`src/hdl/sta_pkg.sv`:
```
`timescale 1ns / 1ps
// Shared types and constants for the smoothed threshold alarm.
// No dependencies.
package sta_pkg;

  typedef enum logic [2:0] {
    ACT_SAMPLE     = 3'd0,
    ACT_REBASELINE = 3'd1,
    ACT_CAL_SAMPLE = 3'd2,
    ACT_STOP       = 3'd3,
    ACT_START      = 3'd4
  } action_t;

  typedef enum logic [2:0] {
    REG_THRESHOLD = 3'd0,
    REG_INTERVAL  = 3'd1,
    REG_DEBOUNCE  = 3'd2,
    REG_ALPHA     = 3'd3
  } cfg_reg_t;

  localparam int CfgIndexW = 3;
  localparam int CfgDataW  = 16;

  localparam logic [11:0] THRESHOLD_RST = 12'd55;
  localparam logic [15:0] INTERVAL_RST  = 16'd200;
  localparam logic [15:0] DEBOUNCE_RST  = 16'd1000;
  localparam logic [3:0]  ALPHA_RST     = 4'd3;
  localparam logic [3:0]  ALPHA_FULL    = 4'd10;

  typedef struct packed {
    logic [11:0] threshold;
    logic [15:0] interval;
    logic [15:0] debounce;
    logic [3:0]  alpha;
    logic [3:0]  beta;
  } cfg_t;

  typedef struct packed {
    logic alarm;
    logic digital_level;
    logic sample_taken;
    logic running;
    logic calibration_done;
  } flags_t;

endpackage

```
`src/hdl/sta_cfg_regs.sv`:
```
`timescale 1ns / 1ps
// Configuration register file; alpha saturates to ten on write and its
// complement is kept alongside. Depends on sta_pkg.
module sta_cfg_regs import sta_pkg::*; (
  input  logic                 clk,
  input  logic                 rst_n,
  input  logic                 cfg_valid,
  input  logic [CfgIndexW-1:0] cfg_index,
  input  logic [CfgDataW-1:0]  cfg_data,
  output cfg_t                 cfg_o
);

  cfg_t       cfg_r;
  logic [3:0] alpha_sat;

  assign alpha_sat = (cfg_data[3:0] > ALPHA_FULL) ? ALPHA_FULL : cfg_data[3:0];

  always_ff @(posedge clk) begin
    if (!rst_n) begin
      cfg_r.threshold <= THRESHOLD_RST;
      cfg_r.interval  <= INTERVAL_RST;
      cfg_r.debounce  <= DEBOUNCE_RST;
      cfg_r.alpha     <= ALPHA_RST;
      cfg_r.beta      <= ALPHA_FULL - ALPHA_RST;
    end else if (cfg_valid) begin
      unique case (cfg_reg_t'(cfg_index))
        REG_THRESHOLD: cfg_r.threshold <= cfg_data[11:0];
        REG_INTERVAL:  cfg_r.interval  <= cfg_data;
        REG_DEBOUNCE:  cfg_r.debounce  <= cfg_data;
        REG_ALPHA: begin
          cfg_r.alpha <= alpha_sat;
          cfg_r.beta  <= ALPHA_FULL - alpha_sat;
        end
        default: ;
      endcase
    end
  end

  assign cfg_o = cfg_r;

endmodule

```
`src/hdl/sta_engine.sv`:
```
`timescale 1ns / 1ps
// Filter, debounce and calibration state with its update, registered on fire.
// Depends on sta_pkg.
module sta_engine import sta_pkg::*; #(
  parameter int SAMPLE_BITS = 12,
  parameter int CAL_SAMPLES = 10,
  parameter int TIME_BITS   = 32
) (
  input  logic                   clk,
  input  logic                   rst_n,
  input  logic                   fire,
  input  action_t                action,
  input  logic [TIME_BITS-1:0]   now,
  input  logic [SAMPLE_BITS-1:0] raw,
  input  logic                   dig,
  input  cfg_t                   cfg,
  output logic [SAMPLE_BITS-1:0] filt_o,
  output flags_t                 flags_o
);

  localparam int XW    = SAMPLE_BITS + 4;
  localparam int PW    = 2 * XW + 1;
  localparam int CmpW  = (SAMPLE_BITS > 12) ? SAMPLE_BITS : 12;
  // reciprocal for /10
  localparam int K10   = XW + 4;
  localparam longint M10L = ((longint'(1) <<< K10) + 9) / 10;
  localparam logic [XW:0] M10 = (XW+1)'(M10L);
  // reciprocal for the calibration mean
  localparam int CalL  = $clog2(CAL_SAMPLES);
  localparam int KC    = XW + CalL;
  localparam longint MCL = ((longint'(1) <<< KC) + CAL_SAMPLES - 1) / CAL_SAMPLES;
  localparam logic [XW:0] MC = (XW+1)'(MCL);
  localparam logic [3:0] CalCnt = 4'(CAL_SAMPLES);

  logic [SAMPLE_BITS-1:0] filt_r, filt_nxt;
  logic [TIME_BITS-1:0]   last_r, last_nxt;
  logic [TIME_BITS-1:0]   start_r, start_nxt;
  logic                   pend_r, pend_nxt;
  logic                   alarm_r, alarm_nxt;
  logic                   dig_r, dig_nxt;
  logic                   active_r, active_nxt;
  logic [XW-1:0]          sum_r, sum_nxt;
  logic [3:0]             cnt_r, cnt_nxt;

  logic [TIME_BITS-1:0]   since_sample, since_change;
  logic [XW-1:0]          mix;
  logic [PW-1:0]          mix_prod, cal_prod;
  logic [SAMPLE_BITS-1:0] ema, mean;
  logic [XW-1:0]          sum_inc;
  logic [3:0]             cnt_inc;
  logic                   cond, taken, cal_done;

  assign since_sample = now - last_r;
  assign since_change = now - start_r;
  assign mix      = XW'(cfg.alpha) * XW'(raw) + XW'(cfg.beta) * XW'(filt_r);
  assign mix_prod = PW'(mix) * PW'(M10);
  assign ema      = mix_prod[K10 +: SAMPLE_BITS];
  assign cond     = CmpW'(ema) >= CmpW'(cfg.threshold);
  assign sum_inc  = sum_r + XW'(raw);
  assign cnt_inc  = cnt_r + 4'd1;
  assign cal_prod = PW'(sum_inc) * PW'(MC);
  assign mean     = cal_prod[KC +: SAMPLE_BITS];

  always_comb begin
    filt_nxt   = filt_r;
    last_nxt   = last_r;
    start_nxt  = start_r;
    pend_nxt   = pend_r;
    alarm_nxt  = alarm_r;
    dig_nxt    = dig_r;
    active_nxt = active_r;
    sum_nxt    = sum_r;
    cnt_nxt    = cnt_r;
    taken      = 1'b0;
    cal_done   = 1'b0;
    unique case (action)
      ACT_SAMPLE: begin
        if (active_r && (since_sample >= TIME_BITS'(cfg.interval))) begin
          taken    = 1'b1;
          last_nxt = now;
          filt_nxt = ema;
          dig_nxt  = dig;
          if (cond != alarm_r) begin
            if (!pend_r) begin
              pend_nxt  = 1'b1;
              start_nxt = now;
            end else if (since_change >= TIME_BITS'(cfg.debounce)) begin
              alarm_nxt = cond;
              pend_nxt  = 1'b0;
            end
          end else begin
            pend_nxt = 1'b0;
          end
        end
      end
      ACT_REBASELINE: begin
        filt_nxt  = raw;
        alarm_nxt = 1'b0;
        pend_nxt  = 1'b0;
      end
      ACT_CAL_SAMPLE: begin
        if (cnt_inc >= CalCnt) begin
          filt_nxt = mean;
          sum_nxt  = '0;
          cnt_nxt  = '0;
          cal_done = 1'b1;
        end else begin
          sum_nxt = sum_inc;
          cnt_nxt = cnt_inc;
        end
      end
      ACT_STOP: active_nxt = 1'b0;
      ACT_START: begin
        filt_nxt   = '0;
        last_nxt   = '0;
        start_nxt  = '0;
        pend_nxt   = 1'b0;
        alarm_nxt  = 1'b0;
        dig_nxt    = 1'b0;
        active_nxt = 1'b1;
      end
      default: ;
    endcase
  end

  always_ff @(posedge clk) begin
    if (!rst_n) begin
      filt_r   <= '0;
      last_r   <= '0;
      start_r  <= '0;
      pend_r   <= 1'b0;
      alarm_r  <= 1'b0;
      dig_r    <= 1'b0;
      active_r <= 1'b0;
      sum_r    <= '0;
      cnt_r    <= '0;
    end else if (fire) begin
      filt_r   <= filt_nxt;
      last_r   <= last_nxt;
      start_r  <= start_nxt;
      pend_r   <= pend_nxt;
      alarm_r  <= alarm_nxt;
      dig_r    <= dig_nxt;
      active_r <= active_nxt;
      sum_r    <= sum_nxt;
      cnt_r    <= cnt_nxt;
    end
  end

  assign filt_o                   = filt_nxt;
  assign flags_o.alarm            = alarm_nxt;
  assign flags_o.digital_level    = dig_nxt;
  assign flags_o.sample_taken     = taken;
  assign flags_o.running          = active_nxt;
  assign flags_o.calibration_done = cal_done;

endmodule

```
`src/hdl/smoothed_threshold_alarm_debounce.sv`:
```
`timescale 1ns / 1ps
// Smoothed threshold alarm with debounce: top level with request and result
// registers. Depends on sta_pkg, sta_cfg_regs and sta_engine.
//
// Each request yields exactly one result, passing through the request register
// and then the result register. A new request is taken every cycle while the
// output is not stalled; the rate is set by the state update, whose longest
// path is the alpha-weighted sum followed by the constant divide by ten. The
// result register lets the next request enter while a result waits. No clearing
// pass after reset; configuration writes are taken every cycle and must only be
// issued while no request is in flight.
module smoothed_threshold_alarm_debounce import sta_pkg::*; #(
  parameter int SAMPLE_BITS = 12,
  parameter int CAL_SAMPLES = 10,
  parameter int TIME_BITS   = 32
) (
  input  logic                   clk,
  input  logic                   rst_n,
  input  logic                   in_valid,
  output logic                   in_ready,
  input  logic [2:0]             in_action,
  input  logic [TIME_BITS-1:0]   in_time_ms,
  input  logic [SAMPLE_BITS-1:0] in_raw_sample,
  input  logic                   in_raw_digital,
  output logic                   out_valid,
  input  logic                   out_ready,
  output logic [SAMPLE_BITS-1:0] out_smoothed_value,
  output logic                   out_alarm,
  output logic                   out_digital_level,
  output logic                   out_sample_taken,
  output logic                   out_running,
  output logic                   out_calibration_done,
  input  logic                   cfg_valid,
  output logic                   cfg_ready,
  input  logic [CfgIndexW-1:0]   cfg_index,
  input  logic [CfgDataW-1:0]    cfg_data
);

  cfg_t                   cfg;
  logic                   in_vld_r, out_vld_r;
  logic                   advance, fire;
  action_t                in_action_r;
  logic [TIME_BITS-1:0]   in_time_r;
  logic [SAMPLE_BITS-1:0] in_raw_r;
  logic                   in_dig_r;
  logic [SAMPLE_BITS-1:0] filt_nxt, out_filt_r;
  flags_t                 flags_nxt, out_flags_r;

  assign advance   = !out_vld_r || out_ready;
  assign fire      = in_vld_r && advance;
  assign in_ready  = !in_vld_r || advance;
  assign cfg_ready = 1'b1;

  sta_cfg_regs u_cfg (
    .clk       (clk),
    .rst_n     (rst_n),
    .cfg_valid (cfg_valid),
    .cfg_index (cfg_index),
    .cfg_data  (cfg_data),
    .cfg_o     (cfg)
  );

  sta_engine #(
    .SAMPLE_BITS (SAMPLE_BITS),
    .CAL_SAMPLES (CAL_SAMPLES),
    .TIME_BITS   (TIME_BITS)
  ) u_engine (
    .clk     (clk),
    .rst_n   (rst_n),
    .fire    (fire),
    .action  (in_action_r),
    .now     (in_time_r),
    .raw     (in_raw_r),
    .dig     (in_dig_r),
    .cfg     (cfg),
    .filt_o  (filt_nxt),
    .flags_o (flags_nxt)
  );

  always_ff @(posedge clk) begin
    if (!rst_n) begin
      in_vld_r  <= 1'b0;
      out_vld_r <= 1'b0;
    end else begin
      if (in_ready) begin
        in_vld_r <= in_valid;
      end
      if (advance) begin
        out_vld_r <= in_vld_r;
      end
    end
  end

  always_ff @(posedge clk) begin
    if (in_valid && in_ready) begin
      in_action_r <= action_t'(in_action);
      in_time_r   <= in_time_ms;
      in_raw_r    <= in_raw_sample;
      in_dig_r    <= in_raw_digital;
    end
    if (fire) begin
      out_filt_r  <= filt_nxt;
      out_flags_r <= flags_nxt;
    end
  end

  assign out_valid            = out_vld_r;
  assign out_smoothed_value   = out_filt_r;
  assign out_alarm            = out_flags_r.alarm;
  assign out_digital_level    = out_flags_r.digital_level;
  assign out_sample_taken     = out_flags_r.sample_taken;
  assign out_running          = out_flags_r.running;
  assign out_calibration_done = out_flags_r.calibration_done;

  a_taken_running: assert property (@(posedge clk) disable iff (!rst_n)
    out_vld_r && out_flags_r.sample_taken |-> out_flags_r.running)
    else $error("sample taken while not running");

  a_req_held: assert property (@(posedge clk) disable iff (!rst_n)
    in_vld_r && !advance |=> in_vld_r)
    else $error("stalled request dropped");

  a_start_clears: assert property (@(posedge clk) disable iff (!rst_n)
    fire && in_action_r == ACT_START |=>
      out_vld_r && !out_flags_r.alarm && out_flags_r.running)
    else $error("start did not clear alarm");

endmodule

```
`config.mk`:
```
export PLATFORM = sky130hd
export DESIGN_NAME = smoothed_threshold_alarm_debounce
export DESIGN_NICKNAME = d
export VERILOG_FILES = /design/src/hdl/sta_pkg.sv /design/src/hdl/sta_cfg_regs.sv /design/src/hdl/sta_engine.sv /design/src/hdl/smoothed_threshold_alarm_debounce.sv
export SDC_FILE = /design/constraint.sdc
export NUM_CORES = 1
export LEC_CHECK = 0
export ABC_AREA = 0
export BUFFER_PORTS_ARGS = -buffer_cell sky130_fd_sc_hd__buf_2
export CAP_MARGIN = 20
export CELL_PAD_IN_SITES_DETAIL_PLACEMENT = 1
export CELL_PAD_IN_SITES_GLOBAL_PLACEMENT = 2
export CORE_MARGIN = 1.5
export CORE_UTILIZATION = 41
export DETAILED_ROUTE_END_ITERATION = 16
export GPL_TIMING_DRIVEN = 0
export PLACE_DENSITY = 0.93
export RECOVER_POWER = 25
export SYNTH_ARGS = -nofsm -noshare
export SYNTH_HDL_FRONTEND = slang
export SYNTH_HIERARCHICAL = 1
export SYNTH_SLANG_ARGS = --single-unit
```
`constraint.sdc`:
```
create_clock -name clk -period 15.1 [get_ports clk]
set_input_delay 2.265 -clock clk [delete_from_list [all_inputs] [get_ports clk]]
set_output_delay 2.265 -clock clk [all_outputs]
set_load 0.05 [all_outputs]
```
==> summary.md, run 1 <==
| Metric | Value |
|---|---|
| Worst r2r path cells | 50 |
| Most Frequent Cell on Critical Path | fa_1 |
| CP Capture Type | register |
| Die Wd | 252 um |
| Top cells by area, synth | ha_1, fa_1, dfxtp_1, inv_1, edfxtp_1 |
| CP max stage delay | 0.54 ns |
| I/O Pins | 92 |
| Startpoint Class | register |
| RR Startpoint | u_cfg/cfg_o[4] |
| TritonCTS sink count | 218 |
| Iteration-0 DRC count of the detailed router | 978 |
| Routed via count | 20600 |
| Max cap viols | 0 |
| HPWL Detailed | 62700 um |
| DR WL/cell | 19.7 um |
| #FFs+latches synth | 218 |
| Post-synth EDFFs | 65 |
| Htree depth | 1 |
| Main combinational cell family by area after synthesis | adder cells |
| Sequential share of the synthesized area | 0.198 |
| DRC violation count after routing | 0 |
| Flop2flop setup slack | 0.76 ns |
| Die Ht | 252 um |
| Die area | 63400 um^2 |
| Most frequent cells after synthesis | inv_1, ha_1, nand2_1 |
| Layout Utilization | 0.452 |
| Buffer count from post-CTS setup fixing | 0 |
| Clock Tree Root | clkbuf_16 |
| Largest net degree at the start of global routing | 29 |
| WP data required | 15.63 ns |
| Sum Neg Setup Slack | 0 ns |
| Final setup violation count | 0 |
| CTS Buffer Depth | 3 |
| Hold Buf Count CTS | 0 |
| Synth warn | 6 |
| Final hold violations | 0 |
| Status | completed |
| Vias in the first global route | 22700 |
| Hold crit path type | register to register |
| Global-route wire length before repair | 120000 um |
| Synth Area in XOR/XNOR | 0.0369 |
| Fraction of registers with async set or reset after synthesis | 0 |
| CP endpoint | u_engine/start_r[0] |
| CORE AREA | 61500 um^2 |
| Final ANT Viol Nets | 0 |
| Mux contribution to synthesized area | 0.0213 |
| Top-count cell post-synth | inv_1 |
| Routed WL | 73900 um |
| RR Endpoint | u_engine/start_r[0] |
| Adder-Cell Fraction of Synth Area | 0.377 |
| Mapped Avg Cell Area | 9.04 um^2 |
| Unique cell type count in the Yosys netlist | 97 |
| Initial Utilization | 0.413 |
| Setup Skew | 0.0733 ns |
| CTS tree | built |
| RSZ-0062 raised after global routing | no |
| Row count | 91 |
| Launch point of the critical path | u_cfg/cfg_o[4] |
| Fmax | 69.7 MHz |
| Fillers | 7161 |
| Compound-Gate Fraction of Synth Area | 0.150 |
| Worst EP arrival | 14.87 ns |
| Synth top area share | 0.196 |
| DRT Pass-1 Iters | 5 |
| Most common flop cell mapped by yosys | dfxtp_1 |
| Area leader, netlist | ha_1 |
| Cts repair resizes | 0 |
| Antenna violations before repair | 2 |
| Post-Synthesis Cells | 2807 |
| Gr usage total | 0.237 |
| Simple-gate share of the synthesized area | 0.120 |
| Fraction of layout cells with a size suffix above 1 | 0.0668 |
| Final Cycle Share | 0.950 |
| Tightest Pin Transition | 1.22 ns |
| Max-slew headroom | 0.187 |
| Gpl congestion | 0.932 |
| Grt ovf | 0 |
| Layout area overhead | 9.57% |
| Final nets | 3628 |
| Num CTS Buffers | 28 |
| WS Path Type | register to register |
| Worst-path fanout max | 10 |
| WHS | 0.456 ns |
| PortBufs | 90 |
| Drt via density | 5.50 |
| Crit path time final | 14.34 ns |
| CP max-delay cell | fa_1 |
| Slew Viols, Final | 0 |
| Later-pin clock latency in the skew report | 0.60 ns |
| Synth Cell Area | 25400 um^2 |
| Clk slew on worst S/H paths | 0.06 ns |
| Synth Net Count | 3506 |
-- cells by family (layout without fill, tap and decap cells) --
logic type      count (synthesis)  count (layout)
other cells                     1               2
mux                            54              54
compound gates                562             562
buf+inv                       618             762
flops                         218             218
xor+xnor                      107             107
simple gates                  620             620
fa+ha+maj                     627             627
-- critical path: cells and delay by family, from the launching register on --
family                   cells  cell delay, ns
AO/OA/AOI/OAI               17            3.91
XOR/XNOR                     3            0.82
adder cells (fa/ha/maj)     13            5.86
buffers and inverters        9            1.15
flip-flops                   1            0.49
multiplexers                 1            0.20
AND/OR/NAND/NOR              7            1.83
-- metrics by stage --
step	setup slack [ns]	instances	area, um^2
2_1_floorplan	3.01	2807	25400
3_3_place_gp	1.06	3687	26800
3_5_place_dp	0.712	3689	26900
4_1_cts	0.638	3741	27800
5_1_grt	0.0422	3741	27800
6_report	0.757	3742	27800
-- layout by cell type, fill, tap and decap left out, types with 7 or more instances in the layout --
cell       count
clkbuf_1      64
a211oi_1      17
a21oi_2        8
fa_1         229
nand4_1       19
and3_1        19
o21bai_1      19
clkbuf_16     29
a21oi_1      152
nor4_1         7
o21ai_1       22
nor3b_1        9
a32o_1        31
buf_4         12
inv_1        530
nand3_1       50
buf_2         99
o211ai_1      20
ha_1         398
a211o_1        7
o21ai_0       86
edfxtp_1      65
o31ai_1       12
dfxtp_1      153
a21o_1        43
nor2b_1       11
nand2b_1      17
and2_1        86
nand2_1      245
nor2_1        96
xor2_1        36
o21a_1        12
a31oi_1       26
mux2i_1       54
xnor2_1       69
nor3_1        17
or3_1         13
a221o_1        8
o31a_1         8
a22oi_1       14
-- per-layer routing --
layer,vias up,share of wire,track usage
met3,140,0.039,0.0289
met4,4,0.039,0.0857
li1,9722,-,-
met5,-,0.00020,0
met2,428,0.50,0.424
met1,10300,0.42,0.292
-- worst min-delay path by stage --
stage	startpoint	to	slack [ns]	cells past startpoint
2_1_floorplan	u_cfg/cfg_o[10]	u_cfg/cfg_o[10]	0.43	2
3_3_place_gp	u_cfg/cfg_o[19]	u_cfg/cfg_o[19]	0.44	2
3_5_place_dp	u_cfg/cfg_o[21]	u_cfg/cfg_o[21]	0.44	2
4_1_cts	u_cfg/cfg_o[50]	u_cfg/cfg_o[50]	0.46	2
5_1_grt	u_engine/start_r[7]	u_engine/start_r[7]	0.48	1
6_report	u_cfg/cfg_o[48]	u_cfg/cfg_o[48]	0.46	2
-- area by class of cell --
type                    count  area (um^2)  area share
multi-input cells        1971        17900       0.645
well taps                 790          988      0.0355
clock inverters            18          210     0.00756
diodes                      1         2.50   0.0000900
clock buffers              34          744      0.0268
repair buffers             92          469      0.0169
plain buffers              86          442      0.0159
flip-flops and latches    218         5010       0.180
inverters                 532         2000      0.0718
-- flip-flops by register name, indices dropped and copies added (netlist names), 3 cells and up --
register,count
u_engine/last_r,32
u_engine/sum_r,16
u_engine/start_r,32
in_raw_r,12
in_action_r,3
u_engine/cnt_r,4
in_time_r,32
u_cfg/cfg_o,51
out_smoothed_value,12
u_engine/filt_r,12
Power of run 1 is not shown: default switching activity piles up to over one toggle a cycle in this logic, so the estimate is an artifact.
==> run 2, diff against run 1 <==
--- a/config.mk
+++ b/config.mk
@@ -5,16 +5,16 @@
 export SDC_FILE = /design/constraint.sdc
 export NUM_CORES = 1
 export LEC_CHECK = 0
-export ABC_AREA = 0
+export ABC_AREA = 1
 export BUFFER_PORTS_ARGS = -buffer_cell sky130_fd_sc_hd__buf_2
 export CAP_MARGIN = 20
 export CELL_PAD_IN_SITES_DETAIL_PLACEMENT = 1
 export CELL_PAD_IN_SITES_GLOBAL_PLACEMENT = 2
 export CORE_MARGIN = 1.5
-export CORE_UTILIZATION = 41
+export CORE_UTILIZATION = 38
 export DETAILED_ROUTE_END_ITERATION = 16
 export GPL_TIMING_DRIVEN = 0
-export PLACE_DENSITY = 0.93
+export PLACE_DENSITY = 0.94
 export RECOVER_POWER = 25
 export SYNTH_ARGS = -nofsm -noshare
 export SYNTH_HDL_FRONTEND = slang
==> run 2 against run 1 <==
Net effect:
- final cell count rose by 33%
- maximum frequency up 8.3%
- register-to-register slack better by 1.1 ns
- routed wire length grew 23%
- synthesized area rose by 10%
- count of clock-buffer cells in the layout is 8 higher
- flip-flop and latch count stayed put
- critical endpoint is now u_engine/start_r[20]
==> summary.md, run 2 <==
| Metric | Value |
|---|---|
| #FFs+latches synth | 218 |
| CP max-delay cell | nor4_1 |
| Fraction of layout cells with a size suffix above 1 | 0.0599 |
| Synth warn | 6 |
| HPWL Detailed | 78100 um |
| Initial Utilization | 0.384 |
| Cts repair resizes | 0 |
| Gr usage total | 0.245 |
| Top-count cell post-synth | inv_1 |
| RSZ-0062 raised after global routing | no |
| Slew Viols, Final | 0 |
| Final setup violation count | 0 |
| Max-slew headroom | 0.366 |
| Gpl congestion | 0.935 |
| Sequential share of the synthesized area | 0.179 |
| TritonCTS sink count | 218 |
| Crit path time final | 13.24 ns |
| Max cap viols | 0 |
| Layout area overhead | 9.01% |
| PortBufs | 90 |
| Num CTS Buffers | 26 |
| Global-route wire length before repair | 144000 um |
| Clock Tree Root | clkbuf_16 |
| Mapped Avg Cell Area | 7.21 um^2 |
| Fmax | 75.5 MHz |
| DRC violation count after routing | 0 |
| Sum Neg Setup Slack | 0 ns |
| Final hold violations | 0 |
| Most frequent cells after synthesis | inv_1, nand2_1, ha_1 |
| Hold crit path type | register to register |
| Most common flop cell mapped by yosys | dfxtp_1 |
| CTS tree | built |
| Layout Utilization | 0.418 |
| Startpoint Class | register |
| CP max stage delay | 0.64 ns |
| Status | completed |
| Setup Skew | 0.0219 ns |
| Routed via count | 24800 |
| Worst-path fanout max | 10 |
| Synth Cell Area | 28000 um^2 |
| WP data required | 15.58 ns |
| Routed WL | 90700 um |
| Later-pin clock latency in the skew report | 0.57 ns |
| Antenna violations before repair | 3 |
| Final ANT Viol Nets | 0 |
| DRT Pass-1 Iters | 5 |
| Area leader, netlist | ha_1 |
| Vias in the first global route | 26800 |
| Htree depth | 1 |
| Clk slew on worst S/H paths | 0.06 ns |
| Largest net degree at the start of global routing | 33 |
| Row count | 99 |
| DR WL/cell | 18.2 um |
| Die area | 75300 um^2 |
| Grt ovf | 0 |
| Post-synth EDFFs | 65 |
| CTS Buffer Depth | 3 |
| WHS | 0.459 ns |
| Worst EP arrival | 13.72 ns |
| Final nets | 4704 |
| Tightest Pin Transition | 0.946 ns |
| Fraction of registers with async set or reset after synthesis | 0 |
| I/O Pins | 92 |
| CP Capture Type | register |
| Final Cycle Share | 0.877 |
| Synth Net Count | 4584 |
| Placed Area | 29700 um^2 |
| WS Path Type | register to register |
| Post-Synthesis Cells | 3885 |
| Synth top area share | 0.178 |
| Die Wd | 274 um |
| Unique cell type count in the Yosys netlist | 53 |
| Final instance area | 30500 um^2 |
| Hold Buf Count CTS | 0 |
| Drt via density | 4.97 |
| Number of flip-flops under the largest register name | 51 |
| Iteration-0 DRC count of the detailed router | 1146 |
| Top cells by area, synth | ha_1, fa_1, inv_1, nand2_1, dfxtp_1 |
| Buffer count from post-CTS setup fixing | 0 |
| Commonest cells after routing, fill and taps aside | inv_1, nand2_1, ha_1 |
| Die Ht | 274 um |
| CORE AREA | 73000 um^2 |
| Commonest non-fill, non-tap cell in the layout | inv_1 |
-- run 2: layout make-up --
class                   count  area, um^2
inverters                 973        3660
well taps                 959        1200
fillers                  9301       42400
diodes                      2        5.00
plain buffers              63         355
clock inverters             6        37.5
flip-flops and latches    218        5010
clock buffers              42         805
repair buffers             92         477
multi-input cells        2631       19000
-- run 2: worst paths after layout --
| kind | start | end | slack (ns) | cells after the start |
|---|---|---|---|---|
| min reg2reg | u_engine/last_r[23] | u_engine/last_r[23] | 0.46 | 2 |
| min | u_engine/last_r[23] | u_engine/last_r[23] | 0.46 | 2 |
| max reg2reg | u_cfg/cfg_o[7] | u_engine/start_r[20] | 1.86 | 54 |
| max | u_cfg/cfg_o[7] | u_engine/start_r[20] | 1.86 | 54 |
-- run 2: per-stage QoR --
| stage | worst slack [ns] | instances |
|---|---|---|
| floorplan | 4.29 | 3885 |
| global placement | 2.15 | 4934 |
| detailed placement | 1.81 | 4936 |
| CTS | 1.75 | 4984 |
| global route | 0.795 | 4985 |
| finish | 1.86 | 4986 |
-- run 2: logic make-up after synthesis --
family | share of synthesized area
buffers and inverters | 0.143
and+or+nand+nor | 0.218
other | 0.000134
AOI/OAI and AO/OA | 0.0909
xor gates and xnor gates | 0.0266
DFF | 0.179
adders and majority gates | 0.341
-- run 2: worst max-delay path, delay by kind of cell, from the launching register on --
kind                       cells  cell delay, ns
adders and majority gates     13            5.76
and+or+nand+nor               17            2.52
AOI/OAI and AO/OA             11            1.89
buffers and inverters         11            1.56
xor gates and xnor gates       2            0.95
DFF                            1            0.44
-- run 2: metal layers --
layer | track usage | share of wire | up-vias
met3 | 0.0270 | 0.036 | 165
met5 | 0 | 0.00013 | -
met4 | 0.0904 | 0.040 | 2
met1 | 0.303 | 0.44 | 12000
li1 | - | - | 12200
met2 | 0.436 | 0.49 | 442
Power of run 2 is left out for the same reason.
